--- src/hdl/lru_page_replacement_assert.svh ---
// Assertion macros shared by the block's RTL.
// Each macro expects signals named clk and arst_n in the module that uses it.
`ifndef LRU_PAGE_REPLACEMENT_ASSERT_SVH
`define LRU_PAGE_REPLACEMENT_ASSERT_SVH

// Checks that a condition holds at every clock edge outside reset.
`define LRUPR_ASSERT(label, cond, msg) \
	label: assert property (@(posedge clk) disable iff (!arst_n) (cond)) else $error(msg);

// Checks that a consequent follows an antecedent by a fixed number of cycles.
`define LRUPR_ASSERT_DLY(label, ante, dly, cons, msg) \
	label: assert property (@(posedge clk) disable iff (!arst_n) \
		(ante) |-> ##dly (cons)) else $error(msg);

`endif

--- src/hdl/lrupr_pkg.sv ---
package lrupr_pkg;

	// Configuration port geometry.
	localparam int ADDR_W = 3;
	localparam int DATA_W = 32;
	localparam int CFG_W  = 9;

	// Register index of frames_in_use.
	localparam logic REG_FRAMES_IN_USE = 1'b0;

	localparam logic [CFG_W-1:0] FRAMES_RST = 9'd256;

	// Width of the reported evicted page number.
	localparam int EVICT_PG_W = 20;

	typedef enum logic [1:0] {
		ST_IDLE,
		ST_CMP,
		ST_UPD
	} lrupr_st_t;

	// Per-cell control from the sequencer.
	typedef struct packed {
		logic valid;  // cell lies inside the occupied part of the list
		logic tail;   // cell holds the least recent valid page
		logic shift;  // cell loads its front neighbor's page (cell zero: the requested page) this cycle
	} lrupr_cell_ctl_t;

endpackage

--- src/hdl/lrupr_cell.sv ---
module lrupr_cell #(
	parameter int PG_W = 20
) (
	input  logic                      clk,
	input  lrupr_pkg::lrupr_cell_ctl_t ctl,
	input  logic [PG_W-1:0]           key,
	input  logic [PG_W-1:0]           prev,
	output logic [PG_W-1:0]           page,
	output logic                      match,
	output logic [PG_W-1:0]           tail_page
);
	import lrupr_pkg::*;

	logic [PG_W-1:0] page_q;

	always_ff @(posedge clk) begin
		if (ctl.shift) begin
			page_q <= prev;
		end
	end

	assign page      = page_q;
	assign match     = ctl.valid && (page_q == key);
	assign tail_page = ctl.tail ? page_q : '0;

endmodule

--- config.mk ---
export PLATFORM = sky130hd
export DESIGN_NAME = lrupr_cell
export DESIGN_NICKNAME = d
export VERILOG_FILES = /design/src/hdl/lru_page_replacement_assert.svh /design/src/hdl/lrupr_pkg.sv /design/src/hdl/lrupr_cell.sv
export SDC_FILE = /design/constraint.sdc
export NUM_CORES = 1
export LEC_CHECK = 0
export BUFFER_PORTS_ARGS = -buffer_cell sky130_fd_sc_hd__buf_2
export CAP_MARGIN = 10
export CORE_UTILIZATION = 25
export DETAILED_ROUTE_END_ITERATION = 10
export PLACE_DENSITY_LB_ADDON = 0.1
export SETUP_SLACK_MARGIN = 0.5
export SLEW_MARGIN = 40
export SYNTH_ARGS = -nofsm -noshare
export SYNTH_HDL_FRONTEND = slang
export SYNTH_SLANG_ARGS = --single-unit
--- constraint.sdc ---
create_clock -name clk -period 3 [get_ports clk]
set_input_delay 0.45 -clock clk [delete_from_list [all_inputs] [get_ports clk]]
set_output_delay 0.45 -clock clk [all_outputs]
set_load 0.1 [all_outputs]
==> results of run 1 <==
-- metal layers --
metal / vias to the layer above / global-route usage [%]
met2: 47 / 18.8
met1: 370 / 12.4
li1: 412 / -
met4: 0 / 5.97
met5: - / 0
met3: 5 / 2.50
-- cell families after synthesis --
| family | share of synthesized area (%) |
|---|---|
| DFF | 62.7 |
| xor gates and xnor gates | 18.3 |
| buffers and inverters | 0.784 |
| and+or+nand+nor | 18.3 |
-- power by group through the flow --
stage                     sequential, W  clock, W  combinational (W)
after floorplan                0.000512         0           0.000174
final                          0.000351  0.000180           0.000404
after global placement         0.000356         0           0.000406
after CTS                      0.000351  0.000186           0.000406
after detailed placement       0.000358         0           0.000406
after global routing           0.000355  0.000201           0.000416
-- timing repair --
item,4_1_cts,5_1_grt
pin swaps,0,0
setup endpoints to repair,1,1
gates resized for setup,1,1
-- cell usage after synthesis --
cell type | count | area share (%)
edfxtp_1 | 20 | 63
and2_1 | 19 | 12
xnor2_1 | 12 | 11
xor2_1 | 8 | 7.3
nand4_1 | 3 | 2.0
clkbuf_1 | 2 | 0.78
nor4_1 | 2 | 1.3
and2_2 | 1 | 0.78
nand3_1 | 1 | 0.52
nor4_2 | 1 | 1.3
-- cell type report --
cell class                 instances  area [um2]
timing repair buffer              84         427
tap                               48        60.1
sequential                        20         601
fill                             369        2170
multi-input combinational         47         359
clock buffer                       3        41.3
clock inverter                     1        3.75
-- layout by cell type (no fill, tap or decap) --
cell and n:
and2_2 1, buf_6 1, clkbuf_8 3, edfxtp_1 20, nor4_1 2, nand4_1 3
clkinv_1 1, nand3_1 1, xnor2_1 12, nor4_4 1, and2_1 19, xor2_1 8
buf_2 83
-- path summary, 6_finish.rpt --
check / from / end / cells past startpoint
max: page[15]$_DFFE_PP_ / match / 5
min: prev[7] / page[7]$_DFFE_PP_ / 1
-- per-stage QoR --
stage                     instances  utilization [%]  setup slack (ns)  cell area, um2
after CTS                       203             40.6             0.609            1490
after detailed placement        199             39.3             0.665            1440
after global placement          199             39.3             0.696            1440
final                           203             40.7             0.697            1490
after global routing            203             40.7             0.522            1490
after floorplan                  69                -           -0.0158             967
==> out/qor.csv, run 1 <==
metric,value,unit
status,"finished, final reports clean",
met3WireLength,187,um
hold_violations,0,
worst-slew-pin-transition,0.489,ns
drc,0,
netlist_area,958,um2
critical-path-top-delay-family,simple AND/OR/NAND/NOR gates,
power.internal,0.000497,W
end_kind,output pin,
avgSynthCellArea,13.9,um2
syn_to_final_growth,55.6,%
power_switching,0.000437,W
dr.pass1.iters,1,
syn_nets,113,
grt_pass1_wl,3310,um
wl_per_cell,10.9,um
place_congestion,0.672,
comb_power_share,43.2,%
ant_nets,0,
die_width,63.9,um
cts.clk_slew.worst_paths,0.07,ns
start_kind,register,
worstPathCellList,xor2_1 -> nor4_1 -> nand4_1 -> nor4_4 -> buf_6,
synth_cell_types,10,
crit_required,2.55,ns
place_hpwl,1710,um
grt.total_usage,10.9,%
io_buffer_count,84,
drt_iter0_drc,0,
antenna_cells,0,
core-area,3660,um2
p_seq_share,37.6,%
p_clk_share,19.2,%
synth_cells,69,
overflow,0,
route.met2.wl,1100,um
met1_length,871,um
yosysSeqAreaShare,62.7,%
p_sw_share,46.8,%
viasPerCell,4.11,
final_nets,200,
cts_buffer_depth,2,
power_per_cell_area,626,nW/um2
ios,85,
yosysWarnings,0,
cp_data_arrival_time,1.85,ns
total_leakage_power,0.698,nW
initial_core_util,26.2,%
fin_setup_tns,0,ns
cts_tree,yes,
rows,22,
synth-seq-cells,20,
largest_reg_flops,20,
drv_cap,0,
grt_pass1_vias,751,
cpPeakStageDelay,0.42,ns
whs,0.363,ns
grt_max_degree,21,
htree_levels,1,
fin_crit,2.30,ns
slew_viol_final,0,
num_vias,834,
cp_max_fo,3,
die_h,63.9,um
irDropWorstVdd,0.257,mV
total_power,0.000934,W
cts_num_sinks,20,
rsz0062_at_grt,no,
wirelength,2200,um
top_layer,met4,
clock.fmax,0.434,GHz
die-area,4090,um2
post-cts-setup-buffers,0,
relSlewSlack,67.7,%
drive_gt1_share,57.4,%
critPathSlowestCell,edfxtp_1,
cts_buffers,3,
finalSetupViolCount,0,
criticalPathCategory,register to output pin,
cts_hold_buf,0,
ctsRootBufferMaster,clkbuf_8,
critPathBufInv,1,
antenna_found_initial,0,
fin_crit_sh,76.8,%
hp-class,input port to register,
Power figures use the tool's default switching activity.
==> run 2, diff against run 1 <==
Clock period 3 ns to 2 ns, I/O delays scaled along.
==> run 2 against run 1 <==
The flow now finishes with violations (setup timing). Non-clock buffer count did not move. First-iteration DRC count increased by 8. Critical path depth unchanged. Clock power grew 46%. Worst setup slack got worse by 0.79 ns. Final cell count fell by 0.49%. Combinational power rose by 60%. Count of clock-buffer cells in the layout unchanged.
==> out/qor.csv, run 2 (synthesized netlist as in run 1, its figures left out) <==
metric,value,unit,change
place_area,1500,um2,+4.3%
core-area,3660,um2,unchanged
grt_pass1_vias,802,,+6.8%
die_width,63.9,um,unchanged
largest_reg_flops,20,,unchanged
final_nets,200,,unchanged
crit_required,1.70,ns,-0.85 ns
power_per_cell_area,901,nW/um2,+44%
ios,85,,unchanged
grt.total_usage,11.6,%,+0.68 points
route.met2.wl,1150,um,+3.8%
cts.clk_slew.worst_paths,0.07,ns,about the same
seq_area,601,um2,unchanged
hp-class,input port to register,,
drv_cap,0,,unchanged
htree_levels,1,,unchanged
irDropWorstVdd,0.349,mV,+36%
fin_crit,2.10,ns,
met3WireLength,155,um,-17%
end_kind,output pin,,
cpPeakStageDelay,0.42,ns,about the same
multi_input_area,405,um2,+13%
layout_common_cells,"63 x buf_2, 20 x buf_4, 20 x edfxtp_1, 18 x and2_4, 12 x xnor2_1",,
worst-slew-pin-transition,0.493,ns,+0.00427 ns
whs,0.216,ns,-0.147 ns
grt_pass1_wl,3550,um,+7.5%
final_area,1590,um2,+6.8%
met1_length,978,um,+12%
instances_no_fill,202,,-0.49%
antenna_cells,0,,unchanged
ant_nets,0,,unchanged
status,"complete, but fails checks",,
dr.pass1.iters,4,,+3
drive_gt1_share,70.1,%,+13 points
fillers,352,,-4.6%
clock.fmax,0.477,GHz,
wirelength,2300,um,+4.2%
place_hpwl,1780,um,+4.1%
drc,0,,unchanged
overflow,0,,unchanged
critPathSlowestCell,edfxtp_1,,
cts_num_sinks,20,,unchanged
grt_max_degree,21,,unchanged
fin_crit_sh,105,%,
cp_max_fo,3,,unchanged
viasPerCell,4.13,,+0.50%
rsz0062_at_grt,yes,,
finalSetupViolCount,1,,+1
initial_core_util,26.2,%,unchanged
ctsRootBufferMaster,clkbuf_8,,
hold_violations,0,,unchanged
violations,setup timing,,
placed_cells,199,,unchanged
total_leakage_power,0.741,nW,+6.1%
cts_buffer_depth,2,,unchanged
rows,22,,unchanged
final_util,43.5,%,+2.8 points
cp_data_arrival_time,1.80,ns,-0.05 ns
top_layer,met4,,
num_vias,834,,unchanged
die-area,4090,um2,unchanged
post-cts-setup-buffers,0,,unchanged
wl_per_cell,11.4,um,+4.7%
syn_to_final_growth,66.2,%,
antenna_found_initial,0,,unchanged
worstPathCellList,xor2_1 -> nor4_1 -> nand3_1 -> nor4_4 -> buf_12,,
place_ws,0.159,ns,-0.506 ns
cts_tree,yes,,
place_congestion,0.756,,+12%
slew_viol_final,0,,unchanged
die_h,63.9,um,unchanged
layout_commonest_cell,buf_2,,
relSlewSlack,67.4,%,-0.28 points
criticalPathCategory,register to output pin,,
drt_iter0_drc,8,,+8
start_kind,register,,
worst_slack,-0.0951,ns,-0.792 ns
cts_buffers,3,,unchanged
io_buffer_count,84,,unchanged
==> run 2: changes by cell type in the layout (fill, tap and decap cells not counted), moves of 18 or more <==
cell,previous run,this run
and2_4,0,18
and2_1,19,0
buf_4,0,20
buf_2,83,63
==> run 2: final cells by class <==
type                    count  share of cell area, %
clock buffers               3                   2.59
flip-flops and latches     20                   37.7
multi-input cells          47                   25.5
well taps                  48                   3.77
repair buffers             84                   30.5
==> run 2: routing by layer <==
metal | vias to the layer above | GRT usage, %
met5 | - | 0
met4 | 0 | 5.97
met3 | 2 | 1.61
met2 | 47 | 19.9
met1 | 376 | 14.0
li1 | 409 | -
==> run 2: worst paths after layout <==
check,startpoint,to,cells after the start
min,prev[13],page[13]$_DFFE_PP_,1
max,page[2]$_DFFE_PP_,match,5
==> run 2: worst max-delay path: cells and delay by family, from the launching register on <==
| kind | cells | cell delay, ns |
|---|---|---|
| DFF | 1 | 0.42 |
| and+or+nand+nor | 3 | 0.73 |
| buffers and inverters | 1 | 0.21 |
| xor gates and xnor gates | 1 | 0.18 |
==> run 2: power breakdown <==
group | internal [W] | leakage [nW] | switching, W
logic | 0.000143 | 0.523 | 0.000502
clock network | 0.000134 | 0.0216 | 0.000128
registers | 0.000500 | 0.196 | 0.0000279
total | 0.000777 | 0.741 | 0.000658
==> run 2: timing repair <==
action,in CTS,in global routing
resized for setup,20,0
pin swaps,2,0
setup endpoints to repair,21,1
hold buffers,0,0
cloned,0,0
==> run 2: per-stage QoR <==
step,power [W],setup TNS [ns]
2_1_floorplan,0.00105,-0.866
3_3_place_gp,0.00117,0
3_5_place_dp,0.00117,0
4_1_cts,0.00145,-0.121
5_1_grt,0.00149,-0.200
6_report,0.00143,-0.0951
